--- config.mk ---
export PLATFORM = sky130hd
export DESIGN_NAME = mtfp_ram
export DESIGN_NICKNAME = d
export VERILOG_FILES = /design/src/mtfp_ram.sv
export SDC_FILE = /design/constraint.sdc
export NUM_CORES = 2
export LEC_CHECK = 0
export ABC_AREA = 1
export BUFFER_PORTS_ARGS = -buffer_cell sky130_fd_sc_hd__buf_2
export CELL_PAD_IN_SITES_DETAIL_PLACEMENT = 0
export CELL_PAD_IN_SITES_GLOBAL_PLACEMENT = 2
export CORE_MARGIN = 2
export CORE_UTILIZATION = 40
export DETAILED_ROUTE_END_ITERATION = 8
export HOLD_SLACK_MARGIN = 0.12
export MAX_ROUTING_LAYER = met4
export PLACE_DENSITY_LB_ADDON = 0.05
export SLEW_MARGIN = 20
export SYNTH_ARGS = -nofsm -noshare
export SYNTH_HDL_FRONTEND = slang
export SYNTH_SLANG_ARGS = --single-unit
--- constraint.sdc ---
create_clock -name clk -period 1.4 [get_ports clk]
set_input_delay 0.07 -clock clk [delete_from_list [all_inputs] [get_ports clk]]
set_output_delay 0.07 -clock clk [all_outputs]
set_load 0.05 [all_outputs]
--- src/mtfp_ram.sv ---
`default_nettype none
module mtfp_ram #(
  parameter int WIDTH = 8,
  parameter int DEPTH = 256
) (
  input  wire logic                     clk,
  input  wire logic                     we,
  input  wire logic [$clog2(DEPTH)-1:0] waddr,
  input  wire logic [WIDTH-1:0]         wdata,
  input  wire logic                     re,
  input  wire logic [$clog2(DEPTH)-1:0] raddr,
  output logic      [WIDTH-1:0]         rdata
);

  logic [WIDTH-1:0] mem [DEPTH];

  always_ff @(posedge clk) begin
    if (we) begin
      mem[waddr] <= wdata;
    end
    if (re) begin
      rdata <= mem[raddr];
    end
  end

endmodule
`default_nettype wire

==> results.json <==
{
  "totalWireLength_um": 274000,
  "vdd_drop_max_v": 0.00130,
  "comb_power_share_pct": 8.1,
  "drtIter0Drc": 5287,
  "syn_inst": 7003,
  "post-route-min-period_ns": 1.89,
  "final_hold_viol_count": 0,
  "io_buffer_count": 34,
  "ys.warnings.count": 0,
  "finalPower_w": 0.135,
  "p_int_w": 0.104,
  "grt_overflow_total": 0,
  "rr_startpoint": "mem[191][4]",
  "firstDrtPassIters": 5,
  "initial_core_util_pct": 40.3,
  "fmax_ghz": 0.529,
  "yosys-top-cells-count": "nand2_1 (2,123), edfxtp_1 (2,056), nand3_1 (2,019)",
  "die_width_um": 461,
  "clk_path_buf_depth": 3,
  "p_per_area_mw_per_mm2": 1290,
  "top_layer_used": "met4",
  "hold_path.class": "input pin to flop",
  "drive_gt1_share_pct": 22.7,
  "p_leak_nw": 37.7,
  "slowest_delay_ns": 0.70,
  "grt_usage_pct": 26.6,
  "critPathSlowestCell": "edfxtp_1",
  "cap_violations": 0,
  "multi_input_area_mm2": 0.0229,
  "synth-edff-count": 2056,
  "cts_root_buffer": "clkbuf_16",
  "clkSinkCount": 2056,
  "synthesis.area_mm2": 0.0835,
  "antenna_found_initial": 11,
  "synth_cell_type_count": 13,
  "synthArstFlopShare_pct": 0,
  "r2r_slack_ns": -0.48,
  "path_max_fanout": 1,
  "routed-wl-met3_um": 13000,
  "nets": 7681,
  "dp_hpwl_um": 178000,
  "routed_via_density": 5.35,
  "power_frac_seq_pct": 50.3,
  "cts_made_buffers": 220,
  "startpoint_type": "flop",
  "cts_tree": "yes",
  "worst_slew_pin_slew_ns": 0.727,
  "vias": 56838,
  "r2r-end": "rdata[4]",
  "crit_buf_inv": 1,
  "fill_cells": 18250,
  "place_ws_ns": -1.32,
  "slew_headroom_pct": 51.4,
  "cp_top_family": "flip-flops",
  "drc_errors": 0,
  "hold_path_end": "mem[102][2]",
  "ant_nets": 0,
  "slew_viol_final": 0,
  "grt_start_max_net_pins": 81,
  "fin_crit_sh_pct": 135,
  "synth_top_area_cell": "edfxtp_1",
  "grt_pass1_vias": 55396,
  "netlist.area_leader.share_pct": 74.0,
  "pin_count": 35,
  "cp.required_ns": 1.33,
  "syn_nets": 7030,
  "crit_chain": "buf_6",
  "holdPathStages": 2,
  "clkSlewWorstSetupHoldPaths_ns": 0.06,
  "dp_cells": 10194,
  "seq_area_frac_synth_pct": 74.0,
  "seq_area_mm2": 0.0617,
  "postSynthAreaPerCell_um2": 11.9,
  "reg2reg_depth": 10,
  "die_y_um": 461,
  "switchingPower_w": 0.0314,
  "routedWlPerCell_um": 25.8,
  "core_mm2": 0.207,
  "ys_seq_elements": 2056,
  "wl_met2_um": 130000,
  "skew_ns": 0.0322,
  "yosysMostFrequentCell": "nand2_1",
  "end_kind": "output port",
  "arrival_ns": 1.82,
  "synthToLayoutAreaGrowth_pct": 25.9,
  "gp_routability_congestion": 0.866,
  "fin_ws_ns": -0.490,
  "yosys_most_used_dff": "edfxtp_1",
  "clock_latency_ns": 0.87,
  "status": "finished, violations left",
  "violations": "negative setup slack",
  "setup_violations": 24,
  "clkPwrFrac_pct": 41.6,
  "num_rows": 167,
  "grt_pass1_wl_um": 398000,
  "met1Wirelength_um": 126000,
  "dieArea_mm2": 0.212,
  "hold_start": "wdata[2]",
  "netlist_top_cells_area": "edfxtp_1 (74%), nand3_1 (12%), nand2_1 (9.5%)",
  "swShare_pct": 23.2,
  "htree_levels": 4,
  "critical_path_class": "flop to output port",
  "fin_cells": 10620,
  "rsz0062_at_grt": "yes"
}
-- final cells by class --
| type | instances | area share [%] |
|---|---|---|
| Sequential cell | 2056 | 58.8 |
| Multi-Input combinational cell | 4425 | 21.8 |
| Timing Repair Buffer | 912 | 9.42 |
| Clock buffer | 280 | 5.60 |
| Tap cell | 2788 | 3.32 |
| Clock inverter | 117 | 0.942 |
| Inverter | 39 | 0.175 |
| Antenna cell | 3 | 0.00714 |
-- kinds of logic (layout without fill, tap and decap cells) --
logic type | Yosys count | count (layout) | share of synthesized area, %
other | 0 | 3 | 0
and+or+nand+nor | 4425 | 4425 | 22.9
DFF | 2056 | 2056 | 74.0
buffers and inverters | 522 | 1348 | 3.12
-- layout by cell type, fill, tap and decap left out, types with 30 or more instances in the layout --
cell type	netlist	layout
nor2_4	0	30
nand2_2	0	46
nand3_2	0	372
clkinv_2	0	31
nand3_1	2019	1535
clkinv_1	0	59
nand2_1	2123	2070
nand3_4	0	112
clkbuf_16	0	227
inv_1	36	34
nor2_2	0	39
nor2_1	283	214
buf_4	46	617
buf_12	0	230
edfxtp_1	2056	2056
clkbuf_1	112	53
-- layer usage --
metal | up-vias | GRT usage [%]
met2 | 1437 | 41.7
li1 | 26265 | -
met5 | - | -
met1 | 28810 | 37.3
met4 | 0 | 5.79
met3 | 326 | 3.02
-- sequential cells by signal, summed over array words and instances, names as in the netlist --
signal / cells
rdata: 8
mem: 2048
-- worst max-delay path by stage --
stage	start	depth (start not counted)	endpoint
floorplan	raddr[1]	13	rdata[5]
global placement	raddr[0]	15	rdata[4]
detailed placement	raddr[0]	15	rdata[4]
CTS	rdata[6]	1	rdata[6]
global route	rdata[7]	1	rdata[7]
finish	rdata[4]	1	rdata[4]
-- power by group through the flow --
stage                     combinational (W)  clock, W  sequential, W
after floorplan                     0.00426         0         0.0693
after global placement              0.00991         0         0.0693
after detailed placement            0.00990         0         0.0693
after CTS                            0.0109    0.0574         0.0680
after global routing                 0.0118    0.0597         0.0680
final                                0.0110    0.0563         0.0680
-- repair_timing --
item / 4_1_cts / 5_1_grt
hold buffers: 27 / 0
buffers inserted: 0 / 0
resized for setup: 489 / 193
setup endpoints to repair: 16 / 341
pin swaps: 172 / 113
endpoints found under the hold margin: 2254 / 0
-- metrics by stage --
| step | hold slack, ns | setup TNS [ns] | utilization (%) | instance area, µm² |
|---|---|---|---|---|
| global placement | 0.362 | -334.03 | 45.6 | 94400 |
| CTS | 0.120 | -5.51 | 50.2 | 104000 |
| floorplan | 0.169 | -48.46 | - | 83900 |
| finish | 0.179 | -4.90 | 50.7 | 105000 |
| detailed placement | 0.363 | -340.30 | 45.6 | 94400 |
| global route | 0.156 | -5.87 | 50.7 | 105000 |
-- worst register-to-register path: stages (launching register included) --
cell,delay [ns]
edfxtp_1,0.35
nand2_1,0.07
nand3_1,0.08
nand3_1,0.12
nand3_1,0.18
nand3_1,0.26
nand3_4,0.21
nand3_1,0.18
nand2_1,0.07
nand2_1,0.07
nand2_1,0.06
Note: power is estimated with default switching activity, not from simulation.
